### config.mk
export PLATFORM = sky130hd
export DESIGN_NAME = lsda_call_site_search
export DESIGN_NICKNAME = d
export VERILOG_FILES = /design/src/rtl/lcs_pkg.sv /design/src/rtl/lcs_front.sv /design/src/rtl/lcs_back.sv /design/src/rtl/lsda_call_site_search.sv
export SDC_FILE = /design/constraint.sdc
export NUM_CORES = 2
export LEC_CHECK = 0
export BUFFER_PORTS_ARGS = -buffer_cell sky130_fd_sc_hd__buf_4
export CAP_MARGIN = 20
export CORE_ASPECT_RATIO = 0.9
export CORE_MARGIN = 4
export CORE_UTILIZATION = 55
export CTS_BUF_LIST = sky130_fd_sc_hd__clkbuf_2 sky130_fd_sc_hd__clkbuf_4 sky130_fd_sc_hd__clkbuf_8
export DETAILED_ROUTE_END_ITERATION = 16
export PLACE_DENSITY_LB_ADDON = 0.25
export RECOVER_POWER = 50
export SLEW_MARGIN = 10
export SYNTH_ARGS = -nofsm -noshare
export SYNTH_HDL_FRONTEND = slang
export SYNTH_SLANG_ARGS = --single-unit
### constraint.sdc
create_clock -name clk_i -period 11.76 [get_ports clk_i]
set_input_delay 1.176 -clock clk_i [delete_from_list [all_inputs] [get_ports clk_i]]
set_output_delay 1.176 -clock clk_i [all_outputs]
set_load 0.01 [all_outputs]
### src/rtl/lcs_pkg.sv
`timescale 1ns / 1ps
package lcs_pkg;

  localparam int unsigned PointerBytesDefault = 8;
  localparam int unsigned QueueDepth = 2;

  localparam logic [1:0] OutContinue    = 2'd0;
  localparam logic [1:0] OutHandler     = 2'd1;
  localparam logic [1:0] OutInstall     = 2'd2;
  localparam logic [1:0] OutUnsupported = 2'd3;

  localparam logic [7:0] EncOmit    = 8'hff;
  localparam logic [7:0] EncUleb    = 8'h01;
  localparam logic [3:0] FmtPtr     = 4'h0;
  localparam logic [3:0] FmtUleb    = 4'h1;
  localparam logic [3:0] FmtU2      = 4'h2;
  localparam logic [3:0] FmtU4      = 4'h3;
  localparam logic [3:0] FmtU8      = 4'h4;
  localparam logic [3:0] FmtS2      = 4'hA;
  localparam logic [3:0] FmtS4      = 4'hB;
  localparam logic [3:0] FmtS8      = 4'hC;
  localparam logic [2:0] RelAbs     = 3'd0;
  localparam logic [2:0] RelPc      = 3'd1;

  typedef struct packed {
    logic        action;
    logic [7:0]  data_byte;
    logic [63:0] return_address;
    logic [63:0] region_start;
    logic [63:0] lsda_address;
    logic        lsda_present;
    logic [63:0] exc_class;
    logic [63:0] exception_handle;
    logic        search_phase;
  } lcs_in_t;

  typedef struct packed {
    logic [1:0]  outcome;
    logic [63:0] landing_pad;
    logic [63:0] handler_data;
  } lcs_out_t;

  // what the front stage passes on: a classified start or a byte
  typedef struct packed {
    logic        is_start;
    logic        start_ok;
    logic [7:0]  data_byte;
    logic [63:0] lsda_address;
    logic [63:0] handle;
    logic        search_phase;
    logic [63:0] pc_offset;
    logic [63:0] region_start;
  } lcs_cmd_t;

  function automatic logic enc_ok(input logic [7:0] e);
    logic [3:0] lo;
    logic       fmt_ok;
    lo = e[3:0];
    fmt_ok = (lo <= FmtU8) || (lo == FmtS2) || (lo == FmtS4) || (lo == FmtS8);
    if (e == EncOmit) return 1'b1;
    return fmt_ok && ((e[6:4] == RelAbs) || (e[6:4] == RelPc));
  endfunction

  function automatic logic [3:0] fixed_size(input logic [7:0] e, input logic [3:0] pb);
    case (e[3:0])
      FmtPtr:        return pb;
      FmtU2, FmtS2:  return 4'd2;
      FmtU4, FmtS4:  return 4'd4;
      FmtU8, FmtS8:  return 4'd8;
      default:       return 4'd0;
    endcase
  endfunction

endpackage

### src/rtl/lcs_front.sv
`timescale 1ns / 1ps
module lcs_front import lcs_pkg::*; #(
  parameter int unsigned POINTER_BYTES = PointerBytesDefault
) (
  input  logic        clk_i,
  input  logic        rst_ni,
  input  logic [63:0] own_class_i,
  input  logic        in_valid_i,
  input  lcs_in_t     in_data_i,
  output logic        in_stall_o,
  output logic        cmd_valid_o,
  output lcs_cmd_t    cmd_data_o,
  input  logic        cmd_ready_i
);

  localparam logic [63:0] PtrMask =
    (POINTER_BYTES >= 8) ? {64{1'b1}} : ((64'd1 << (8 * POINTER_BYTES)) - 64'd1);
  localparam int unsigned IdxW = $clog2(QueueDepth);

  lcs_cmd_t           fifo_q [QueueDepth];
  logic [IdxW-1:0]    wr_q, rd_q;
  logic [IdxW:0]      cnt_q;
  logic               push, pop;
  lcs_cmd_t           cmd;

  always_comb begin
    cmd.is_start     = ~in_data_i.action;
    cmd.start_ok     = (in_data_i.exc_class == own_class_i) & in_data_i.lsda_present;
    cmd.data_byte    = in_data_i.data_byte;
    cmd.lsda_address = in_data_i.lsda_address & PtrMask;
    cmd.handle       = in_data_i.exception_handle;
    cmd.search_phase = in_data_i.search_phase;
    cmd.pc_offset    = (in_data_i.return_address - 64'd1 - in_data_i.region_start) & PtrMask;
    cmd.region_start = in_data_i.region_start & PtrMask;
  end

  assign in_stall_o  = (cnt_q == (IdxW+1)'(QueueDepth));
  assign push        = in_valid_i & ~in_stall_o;
  assign cmd_valid_o = (cnt_q != '0);
  assign pop         = cmd_valid_o & cmd_ready_i;
  assign cmd_data_o  = fifo_q[rd_q];

  always_ff @(posedge clk_i) begin
    if (push) fifo_q[wr_q] <= cmd;
  end

  always_ff @(posedge clk_i or negedge rst_ni) begin
    if (!rst_ni) begin
      wr_q  <= '0;
      rd_q  <= '0;
      cnt_q <= '0;
    end else begin
      if (push) wr_q <= (wr_q == IdxW'(QueueDepth - 1)) ? '0 : wr_q + 1'b1;
      if (pop)  rd_q <= (rd_q == IdxW'(QueueDepth - 1)) ? '0 : rd_q + 1'b1;
      cnt_q <= cnt_q + (IdxW+1)'(push) - (IdxW+1)'(pop);
    end
  end

endmodule

### src/rtl/lcs_back.sv
`timescale 1ns / 1ps
module lcs_back import lcs_pkg::*; #(
  parameter int unsigned POINTER_BYTES = PointerBytesDefault
) (
  input  logic     clk_i,
  input  logic     rst_ni,
  input  logic     cmd_valid_i,
  input  lcs_cmd_t cmd_data_i,
  output logic     cmd_ready_o,
  output logic     out_valid_o,
  output lcs_out_t out_data_o,
  input  logic     out_stall_i
);

  localparam logic [63:0] PtrMask =
    (POINTER_BYTES >= 8) ? {64{1'b1}} : ((64'd1 << (8 * POINTER_BYTES)) - 64'd1);
  localparam logic [3:0] PtrBytes = 4'(POINTER_BYTES);

  localparam logic [3:0] PhIdle   = 4'd0;
  localparam logic [3:0] PhLpEnc  = 4'd1;
  localparam logic [3:0] PhLpPtr  = 4'd2;
  localparam logic [3:0] PhTtEnc  = 4'd3;
  localparam logic [3:0] PhTtSkip = 4'd4;
  localparam logic [3:0] PhCsEnc  = 4'd5;
  localparam logic [3:0] PhCsLen  = 4'd6;
  localparam logic [3:0] PhEStart = 4'd7;
  localparam logic [3:0] PhELen   = 4'd8;
  localparam logic [3:0] PhEPad   = 4'd9;
  localparam logic [3:0] PhEAct   = 4'd10;

  logic [3:0]  phase_q, phase_d;
  logic [31:0] off_q, off_d;
  logic [63:0] acc_q, acc_d;
  logic [6:0]  shift_q, shift_d;
  logic [3:0]  left_q, left_d;
  logic [31:0] fstart_q, fstart_d;
  logic [7:0]  base_enc_q, base_enc_d;
  logic [7:0]  site_enc_q, site_enc_d;
  logic [63:0] pad_base_q, pad_base_d;
  logic [31:0] tend_q, tend_d;
  logic [63:0] estart_q, estart_d;
  logic [63:0] elen_q, elen_d;
  logic [63:0] pc_q, pc_d;
  logic [63:0] lsda_q, lsda_d;
  logic [63:0] handle_q, handle_d;
  logic        search_q, search_d;
  logic        ovalid_q;
  lcs_out_t    odata_q;

  logic        fire, emit, emit_req;
  lcs_out_t    res;
  logic [7:0]  b;
  logic        uleb, done;
  logic [63:0] facc, fval, endr;
  logic [6:0]  fshift;
  logic [3:0]  fleft;
  logic [31:0] noff;

  // only an item that brings a result while the held one is stalled must wait
  assign cmd_ready_o = ~(emit_req & ovalid_q & out_stall_i);
  assign fire        = cmd_valid_i & cmd_ready_o;
  assign emit        = fire & emit_req;
  assign out_valid_o = ovalid_q;
  assign out_data_o  = odata_q;
  assign b           = cmd_data_i.data_byte;
  assign noff        = off_q + 32'd1;

  always_comb begin
    phase_d = phase_q; off_d = off_q; acc_d = acc_q; shift_d = shift_q;
    left_d = left_q; fstart_d = fstart_q; base_enc_d = base_enc_q;
    site_enc_d = site_enc_q; pad_base_d = pad_base_q; tend_d = tend_q;
    estart_d = estart_q; elen_d = elen_q; pc_d = pc_q; lsda_d = lsda_q;
    handle_d = handle_q; search_d = search_q;
    emit_req = 1'b0;
    res  = '{outcome: OutContinue, landing_pad: '0, handler_data: '0};

    // one byte into the current field
    uleb = (phase_q == PhCsLen) ||
           ((phase_q == PhLpPtr) ? (base_enc_q[3:0] == FmtUleb)
                                 : (site_enc_q[3:0] == FmtUleb));
    facc = acc_q; fshift = shift_q; fleft = left_q;
    if (uleb) begin
      if (shift_q < 7'd64) facc = acc_q | ({56'd0, 1'b0, b[6:0]} << shift_q[5:0]);
      if (shift_q < 7'd70) fshift = shift_q + 7'd7;
      done = ~b[7];
    end else begin
      if (shift_q < 7'd64) facc = acc_q | ({56'd0, b} << shift_q[5:0]);
      fshift = shift_q + 7'd8;
      if (left_q != 4'd0) fleft = left_q - 4'd1;
      done = (fleft == 4'd0);
    end
    begin
      logic [7:0] e;
      e = (phase_q == PhLpPtr) ? base_enc_q : site_enc_q;
      fval = facc;
      if (e[3:0] == FmtS2) fval = {{48{facc[15]}}, facc[15:0]};
      if (e[3:0] == FmtS4) fval = {{32{facc[31]}}, facc[31:0]};
      if (e[6:4] == RelPc) fval = fval + lsda_q + {32'd0, fstart_q};
      fval = fval & PtrMask;
    end
    endr = (estart_q + elen_q) & PtrMask;

    if (cmd_valid_i) begin
      if (cmd_data_i.is_start) begin
        if (!cmd_data_i.start_ok) begin
          emit_req = 1'b1; phase_d = PhIdle;
        end else begin
          lsda_d = cmd_data_i.lsda_address; handle_d = cmd_data_i.handle;
          search_d = cmd_data_i.search_phase; pc_d = cmd_data_i.pc_offset;
          pad_base_d = cmd_data_i.region_start;
          base_enc_d = EncOmit; site_enc_d = '0; off_d = '0;
          acc_d = '0; shift_d = '0; left_d = '0; phase_d = PhLpEnc;
        end
      end else if (phase_q != PhIdle) begin
        off_d = noff;
        case (phase_q)
          PhLpEnc: begin
            base_enc_d = b;
            if (b == EncOmit) phase_d = PhTtEnc;
            else if (!enc_ok(b)) begin
              emit_req = 1'b1; res.outcome = OutUnsupported; phase_d = PhIdle;
            end else begin
              phase_d = PhLpPtr; fstart_d = noff; acc_d = '0; shift_d = '0;
              left_d = fixed_size(b, PtrBytes);
            end
          end
          PhLpPtr: begin
            acc_d = facc; shift_d = fshift; left_d = fleft;
            if (done) begin
              if (fval != 64'd0) pad_base_d = fval;
              phase_d = PhTtEnc;
            end
          end
          PhTtEnc: phase_d = (b != EncOmit) ? PhTtSkip : PhCsEnc;
          PhTtSkip: if (!b[7]) phase_d = PhCsEnc;
          PhCsEnc: begin
            site_enc_d = b; phase_d = PhCsLen;
            fstart_d = noff; acc_d = '0; shift_d = '0; left_d = 4'd0;
          end
          PhCsLen: begin
            acc_d = facc; shift_d = fshift; left_d = fleft;
            if (done) begin
              tend_d = noff + facc[31:0];
              if (noff >= noff + facc[31:0]) begin
                emit_req = 1'b1; phase_d = PhIdle;
              end else if (!enc_ok(site_enc_q)) begin
                emit_req = 1'b1; res.outcome = OutUnsupported; phase_d = PhIdle;
              end else if (site_enc_q == EncOmit) begin
                acc_d = '0; estart_d = '0; elen_d = '0; phase_d = PhEAct;
              end else begin
                phase_d = PhEStart; fstart_d = noff; acc_d = '0; shift_d = '0;
                left_d = fixed_size(site_enc_q, PtrBytes);
              end
            end
          end
          PhEStart, PhELen, PhEPad: begin
            acc_d = facc; shift_d = fshift; left_d = fleft;
            if (done) begin
              fstart_d = noff; shift_d = '0;
              left_d = fixed_size(site_enc_q, PtrBytes);
              if (phase_q == PhEStart) begin
                estart_d = fval; acc_d = '0; phase_d = PhELen;
              end else if (phase_q == PhELen) begin
                elen_d = fval; acc_d = '0; phase_d = PhEPad;
              end else begin
                acc_d = fval; phase_d = PhEAct;
              end
            end
          end
          PhEAct: begin
            if (!b[7]) begin
              if ((acc_q != 64'd0) && (estart_q <= pc_q) && (pc_q < endr)) begin
                emit_req = 1'b1; phase_d = PhIdle;
                if (search_q) res.outcome = OutHandler;
                else begin
                  res.outcome = OutInstall;
                  res.landing_pad = (pad_base_q + acc_q) & PtrMask;
                  res.handler_data = handle_q;
                end
              end else if (noff >= tend_q) begin
                emit_req = 1'b1; phase_d = PhIdle;
              end else if (site_enc_q == EncOmit) begin
                acc_d = '0; estart_d = '0; elen_d = '0;
              end else begin
                phase_d = PhEStart; fstart_d = noff; acc_d = '0; shift_d = '0;
                left_d = fixed_size(site_enc_q, PtrBytes);
              end
            end
          end
          default: phase_d = PhIdle;
        endcase
      end
    end
  end

  always_ff @(posedge clk_i or negedge rst_ni) begin
    if (!rst_ni) begin
      phase_q <= PhIdle; off_q <= '0; acc_q <= '0; shift_q <= '0; left_q <= '0;
      fstart_q <= '0; base_enc_q <= EncOmit; site_enc_q <= '0; pad_base_q <= '0;
      tend_q <= '0; estart_q <= '0; elen_q <= '0; pc_q <= '0; lsda_q <= '0;
      handle_q <= '0; search_q <= 1'b0; ovalid_q <= 1'b0;
    end else begin
      if (fire) begin
        phase_q <= phase_d; off_q <= off_d; acc_q <= acc_d; shift_q <= shift_d;
        left_q <= left_d; fstart_q <= fstart_d; base_enc_q <= base_enc_d;
        site_enc_q <= site_enc_d; pad_base_q <= pad_base_d; tend_q <= tend_d;
        estart_q <= estart_d; elen_q <= elen_d; pc_q <= pc_d; lsda_q <= lsda_d;
        handle_q <= handle_d; search_q <= search_d;
      end
      if (emit) ovalid_q <= 1'b1;
      else if (!out_stall_i) ovalid_q <= 1'b0;
    end
  end

  always_ff @(posedge clk_i) begin
    if (emit) odata_q <= res;
  end

endmodule

### src/rtl/lsda_call_site_search.sv
`timescale 1ns / 1ps
// Call-site table search for one unwind frame. Start and LSDA byte items are
// taken one per cycle: a front stage checks the exception class and LSDA
// presence and works out the pc offset, then a two-entry queue feeds the
// back-end parser, which consumes one byte per cycle through a single
// shift-or field accumulator, 64-bit adds and compares. An accepted item is
// written into the queue and passed on from there to the parser; its result
// is registered before it shows on out_valid_o. Items that bring no result
// keep flowing while a result waits; the parser holds only an item that brings
// a second result while the first is still stalled, and the input stalls once
// the queue behind it is full.
module lsda_call_site_search import lcs_pkg::*; #(
  parameter int unsigned POINTER_BYTES = PointerBytesDefault
) (
  input  logic        clk_i,
  input  logic        rst_ni,
  input  logic        cfg_valid_i,
  output logic        cfg_ready_o,
  input  logic [63:0] cfg_data_i,
  input  logic        in_valid_i,
  output logic        in_stall_o,
  input  lcs_in_t     in_data_i,
  output logic        out_valid_o,
  input  logic        out_stall_i,
  output lcs_out_t    out_data_o
);

  logic [63:0] own_class_q;
  logic        cmd_valid, cmd_ready;
  lcs_cmd_t    cmd_data;

  assign cfg_ready_o = 1'b1;

  always_ff @(posedge clk_i or negedge rst_ni) begin
    if (!rst_ni) own_class_q <= '0;
    else if (cfg_valid_i) own_class_q <= cfg_data_i;
  end

  lcs_front #(.POINTER_BYTES(POINTER_BYTES)) u_front (
    .clk_i, .rst_ni, .own_class_i(own_class_q),
    .in_valid_i, .in_data_i, .in_stall_o,
    .cmd_valid_o(cmd_valid), .cmd_data_o(cmd_data), .cmd_ready_i(cmd_ready)
  );

  lcs_back #(.POINTER_BYTES(POINTER_BYTES)) u_back (
    .clk_i, .rst_ni, .cmd_valid_i(cmd_valid), .cmd_data_i(cmd_data),
    .cmd_ready_o(cmd_ready), .out_valid_o, .out_data_o,
    .out_stall_i
  );

endmodule

; ---- Word level (Yosys, flattened, before mapping)
; Memories as Yosys holds them, arrays and structs flattened.
; Cells that the tools add are included.
[classes]
add_sub_neg = 15
n_shift = 2
order_cmp = 8
n_bitwise = 17
muxes = 185
reduce_logical = 53
eq_ne = 59
[op_table]
columns = operator, count
row1 = two-way mux 64 bit, 45
row2 = two-way mux 32 bit, 13
row3 = one-hot mux 64 bit (3 select lines), 2
row4 = one-hot mux 64 bit (6 select lines), 1
row5 = two-way mux 130 bit, 2
row6 = adder 64 bit, 3
row7 = one-hot mux 32 bit (5 select lines), 1
row8 = two-way mux 7 bit, 21
row9 = two-way mux 128 bit, 1
row10 = two-way mux 4 bit, 32
row11 = bitwise OR 64 bit, 2
row12 = nonzero test 64 bit, 2
row13 = adder 64 x 32 -> 64 bit, 1
row14 = equality test 64 bit, 1
row15 = >= comparator 32 bit, 2
row16 = <= comparator 64 bit, 1
row17 = less-than comparator 64 bit, 1
row18 = << shifter 7 x 6 -> 64 bit, 1
row19 = << shifter 8 x 6 -> 64 bit, 1
row20 = "subtractor 64 x 1 -> 64 bit, second input constant", 1
row21 = subtractor 64 bit, 1
row22 = two-way mux 1 bit, 48
row23 = "equality test 4 bit, second input constant", 11
row24 = one-hot mux 7 bit (6 select lines), 1
row25 = 52 further kinds, 144
[totals]
regBits = 774
output_inout_bits = 133
mem_count = 1
ramBits = 534
wordCells = 364
inputBits = 400
[mem_list]
columns = memory, words, word_bits, read_ports, rd_ports_with_merged_regs, write_ports, line_no
row1 = u_front.fifo_q, 2, 267, 1, 0, 1, lcs_front.sv:20  ; lcs_cmd_t fifo_q [QueueDepth];

; ---- Longest topological paths before layout
; An unclocked memory read counts as a cell.
[depth]
ltp_word = 33
mapped_depth = 39
depth_no_buf = 36

; ---- By module
; From an unflattened synthesis, not the netlist that was laid out.
[hier_totals]
cells_unflattened = 7255
hier_area_um2 = 77690.8
[modules_own_cells]
columns = mod, cells_each, area_each_um2, seq_area_each_um2, n_inst
row1 = lcs_back, 5559, 50968.9, 18326.3, 1
row2 = lcs_front, 1559, 24031.8, 16135.5, 1
row3 = lsda_call_site_search, 137, 2690.1, 1601.5, 1

; ---- Worst setup path before layout
; OpenSTA, ideal clock, no wires.
[synth_path]
kind = input-to-reg
from = input port in_valid_i
to = memory u_front.fifo_q[0][0] (netlist bit) (enable)
setup_slack_ns = -1.463
path_buffers = 0
path_stages = 2
arrival_ns = 12.323
required_time_ns = 10.860
setup_time_ns = 0.900
path_cell_list = nand2_1 -> nor2_1
[synth_between]
elab_chain_cells = 3
[synth_lines]
columns = element, line_no
row1 = from (decl), lsda_call_site_search.sv:20  ; input logic in_valid_i,
row2 = AND 1 bit, lcs_front.sv:38  ; assign push = in_valid_i & ~in_stall_o;
row3 = two-way mux 1 bit, lcs_front.sv:44  ; if (push) fifo_q[wr_q] <= cmd;
row4 = two-way mux 1 bit (not written as such), lcs_front.sv:44
row5 = to (decl), lcs_front.sv:20
; No other way between the ends.

; ---- Worst setup path after layout
[layout_path]
from = register u_back.phase_q[1]
to = register u_back.estart_q[58]
[layout_between]
elab_chain_cells = 17
elab_cells_between_ends = 47
cone_classes = add/sub: 3 / order compare: 1 / eq/ne: 18 / mux: 16 / bitwise: 4 / reduce/logical: 5
[layout_lines]
columns = element, line_no
row1 = from (decl), lcs_back.sv:31  ; logic [3:0] phase_q, phase_d;
row2 = from (signal assigned), lcs_back.sv:198  ; phase_q <= PhIdle; off_q <= '0; acc_q <= '0; shift_q <= '0; left_q <= '0;
row3 = from (signal assigned), lcs_back.sv:204  ; phase_q <= phase_d; off_q <= off_d; acc_q <= acc_d; shift_q <= shift_d;
row4 = equality test 4 x 2 -> 1 bit, "lcs_back.sv:79, lcs_back.sv:94"
row5 = two-way mux 1 bit, lcs_back.sv:79  ; ((phase_q == PhLpPtr) ? (base_enc_q[3:0] == FmtUleb)
row6 = logical OR 1 bit, lcs_back.sv:78  ; uleb = (phase_q == PhCsLen) ||
row7 = two-way mux 64 bit, lcs_back.sv:82  ; if (uleb) begin
row8 = adder 32 bit, lcs_back.sv:144  ; if (noff >= noff + facc[31:0]) begin
row9 = >= comparator 32 bit, lcs_back.sv:144
row10 = two-way mux 1 bit, lcs_back.sv:144
row11 = two-way mux 1 bit, lcs_back.sv:142  ; if (done) begin
row12 = one-hot mux 1 bit (3 select lines), lcs_back.sv:116  ; case (phase_q)
row13 = two-way mux 1 bit, lcs_back.sv:114  ; end else if (phase_q != PhIdle) begin
row14 = two-way mux 1 bit, lcs_back.sv:104  ; if (cmd_data_i.is_start) begin
row15 = two-way mux 1 bit, lcs_back.sv:103  ; if (cmd_valid_i) begin
row16 = AND 1 bit (2 in a row), lcs_back.sv:60  ; assign cmd_ready_o = ~(emit_req & ovalid_q & out_stall_i);
row17 = NOT 1 bit, lcs_back.sv:60
row18 = AND 1 bit, lcs_back.sv:61  ; assign fire = cmd_valid_i & cmd_ready_o;
row19 = AND reduction 13 bit (no line), n/a
row20 = to (signal assigned), lcs_back.sv:207  ; estart_q <= estart_d; elen_q <= elen_d; pc_q <= pc_d; lsda_q <= lsda_d;
row21 = to (decl), lcs_back.sv:41  ; logic [63:0] estart_q, estart_d;
; Several ways; a longest one is shown, not always the timed one. The select of a mux whose other input is x is not followed.
; A chain may end at the register's enable or synchronous reset.

==> out/results.tsv <==
stage	metric	value	unit
yosys	area leader, netlist	edfxtp_1	
yosys	top-area cell type share of the netlist area	0.263	
grt	met1 Use GR	0.488	
pwr	Clock Power Share	0.244	
yosys	main flop type after synthesis	edfxtp_1	
grt	GRT busiest layer	met1	
setup_path	Crit Reg-Reg Endpoint	u_back.estart_q[58]	
cts	H-Tree Depth	4	
setup_path	reg2reg path depth	30	
detailed_routing	Post-route DRC	0	
pwr	Combinational Power Share	0.370	
detailed_routing	Detailed Route WL	244000	um
sta	RSZ-0062 raised after global routing	false	
setup_path	CP max FO	64	
sta	Post-Route Setup TNS	0	ns
yosys	sequential area share after synthesis	0.475	
sta	Tmin final	10.30	ns
finish	commonest non-fill, non-tap cell in the layout	edfxtp_1	
setup_path	Worst setup EP type	flip-flop	
setup_path	r2r startpoint	u_back.phase_q[1]	
yosys	Synth Register Bits	1308	
sta	Post-Route Skew	0.0786	ns
cts	CTS sink count	1308	
detailed_routing	via count	60300	
cts	clk buf depth	3	
pwr	PD cells	207	mW/mm^2
min_path	Hold Path Class	input port to flip-flop	
sta	Slew Limit Fails	860	
run_status	failing checks	max-capacitance violations, max-slew violations	
yosys	Netlist cell types	93	
job	maxcap violations	12	
sta	Worst-Margin Slew	7.78	ns
sta	final setup fails	0	
yosys	Area contributors post-synth	edfxtp_1, dfrtp_1, ha_1, o21ai_0, mux2_2	
cts	Reg clk slew, reported paths	0.07	ns
setup_path	Worst Setup Path Type	flip-flop to flip-flop	
run_status	outcome	finished, violations left	
cts	Post-CTS Resized	0	
finish	most frequent cells in the layout	edfxtp_1, dfrtp_1, nand2_1, o21ai_0, ha_1	
placed_design	Port Buffer Count	531	
detailed_routing	vias per cell	6.16	
sta	Hold Vio Cnt, Final	0	
detailed_routing	ANT nets after route	0	
yosys	Syn Inst Count	7229	
yosys	syn avg cell area	10.5	um^2
setup_path	Crit-path slowest cell	dfrtp_1	
cts	Num CTS Buffers	208	
detailed_routing	DRT iter0 DRCs	6126	
pwr	Max VDD drop	0.187	mV
setup_path	Critical Path End	u_back.estart_q[58]	
placed_design	HPWL Detailed	186000	um
pwr	register share of total power	0.386	
floorplanning	Starting Density	0.553	
floorplanning	Cell Rows	129	
floorplanning	die width	400	um
setup_path	crit path DAT	11.11	ns
grt	initial antenna violation count	20	
pwr	Internal Power	10.8	mW
finish	Final #Nets	8709	
pwr	PnR Total Power	17.8	mW
floorplanning	# IOs	533	
floorplanning	Die ar.	0.144	mm^2
detailed_routing	DRT Pass-1 Iters	8	
cts	post-cts hold buffer count	0	
setup_path	CP max stage delay	0.79	ns
yosys	yosys warns	0	
pwr	Leak Pwr	38.1	nW
finish	Fillers	11300	
yosys	Post-synth EDFFs	664	
grt	vias in the first global route	58300	
setup_path	Worst Setup SP	u_back.phase_q[1]	
grt	largest net degree at the start of global routing	177	
finish	Area Growth Syn to Fin	13.4	%
finish	Final Instance Area	0.0861	mm^2
cts	CTS Root Cell	clkbuf_8	
grt	first-pass GRT wire length	363000	um
pwr	Sw Share	0.393	
pwr	switching power	6.99	mW
grt	Global Route Usage Sum	0.333	
sta	period utilization	0.876	
grt	met2 usage	0.474	
placed_design	Placer Congestion	1.01	
floorplanning	Core ar.	0.137	mm^2
yosys	mapped cell area	0.0759	mm^2
grt	grt met3 use	0.102	
placed_design	placed inst area	0.0820	mm^2
sta	fmax	97.0	MHz
setup_path	Critical Path Start Type	flip-flop	
yosys	asr flop ratio synth	0.492	
yosys	Synth Net Count	8178	
setup_path	Reg2Reg Setup Slack	1.46	ns
cts	TritonCTS clock tree	done	
grt	grt ovf	0	
floorplanning	chip height	361	um
setup_path	CP Data Required Time	12.57	ns
cts	clock latency at the later pin of the worst-skew pair	0.96	ns
finish	ratio of cells with drive above 1 in the final layout	0.145	
detailed_routing	drt wl/cell	24.9	um
sta	slew margin rel.	-4.19	
cts	number of post-CTS setup repair buffers	0	
critical path, delay by kind of cell (launching register included):
family,cells,cell delay [ns]
AOI/OAI and AO/OA,13,4.39
and+or+nand+nor,9,2.28
muxes,2,0.92
DFF,1,0.79
buffers and inverters,3,0.78
adders and majority gates,2,0.74
xor gates and xnor gates,1,0.18
sequential cells by signal (all words and copies together), names as in the netlist, 64 cells and up:
signal	flops
own_class_q	64
u_back.acc_q	64
u_back.elen_q	64
u_back.estart_q	64
u_back.handle_q	64
u_back.lsda_q	64
u_back.out_data_o	130
u_back.pad_base_q	64
u_back.pc_q	64
u_front.fifo_q	534
per-stage QoR:
stage | utilization | worst slack (ns) | hold WS (ns) | cells
5_1_grt | 0.627 | 0.711 | 0.346 | 9788
4_1_cts | 0.631 | 1.72 | 0.212 | 9777
6_report | 0.627 | 1.46 | 0.420 | 9791
2_1_floorplan | - | 1.79 | 0.442 | 7229
3_3_place_gp | 0.597 | 1.70 | 0.452 | 9379
3_5_place_dp | 0.597 | 1.80 | 0.464 | 9380
routing by layer:
metal	vias up	part of all wire
met5	-	0.00011
met4	4	0.033
met3	430	0.11
met2	2847	0.42
met1	29400	0.44
li1	27600	-
Yosys cell counts, types with 72 or more instances:
master      n
and2_1    120
a21oi_1   485
nor2b_1    79
nand3_1   103
dfrtp_1   637
xor2_1    130
mux2_2    235
ha_1      512
o21ai_0   571
a211oi_1   72
inv_1     433
edfxtp_1  664
mux2i_1   253
clkbuf_1  265
xnor2_1   178
nand2_1   633
nor3_1     93
nor2_1    374
nand4_1   110
a21o_1    235
power groups by stage:
stage               registers, mW  clock network [mW]  logic (mW)
floorplan                    6.77                   0        4.25
global placement             6.82                   0        6.42
detailed placement           6.84                   0        6.53
CTS                          6.77                4.41        6.56
global route                 6.96                4.64        7.18
finish                       6.87                4.34        6.59
worst min-delay path by stage:
stage | cells past startpoint | from | slack, ns | endpoint
floorplan | 2 | u_back.handle_q[0] | 0.44 | u_back.handle_q[0]
global placement | 2 | u_back.handle_q[5] | 0.45 | u_back.handle_q[5]
detailed placement | 2 | u_back.handle_q[17] | 0.46 | u_back.handle_q[17]
CTS | 1 | rst_ni | 0.21 | u_back.tend_q[19]
global route | 1 | in_data_i[22] | 0.35 | u_front.fifo_q[1][150]
finish | 3 | cfg_data_i[23] | 0.42 | own_class_q[23]
final cells by class:
type | count | area, um^2 | share of cell area
Sequential cell | 1308 | 36100 | 0.419
Inverter | 438 | 1640 | 0.0191
Clock inverter | 94 | 970 | 0.0113
Antenna cell | 10 | 25.0 | 0.000291
Multi-Input combinational cell | 5182 | 37200 | 0.432
Clock buffer | 303 | 3750 | 0.0436
Tap cell | 1834 | 2290 | 0.0267
Timing Repair Buffer | 622 | 4120 | 0.0479
kinds of logic (layout without fill, tap and decap cells):
kind of cell | count (synthesis) | after routing | share of synthesized area
compound gates | 1938 | 1938 | 0.160
simple gates | 1819 | 1819 | 0.116
flops | 1308 | 1308 | 0.475
buf+inv | 739 | 1457 | 0.0373
mux | 567 | 567 | 0.0820
fa+ha+maj | 549 | 549 | 0.0941
xor+xnor | 308 | 308 | 0.0355
other cells | 1 | 11 | 0.0000494
Power figures use the tool's default switching activity.
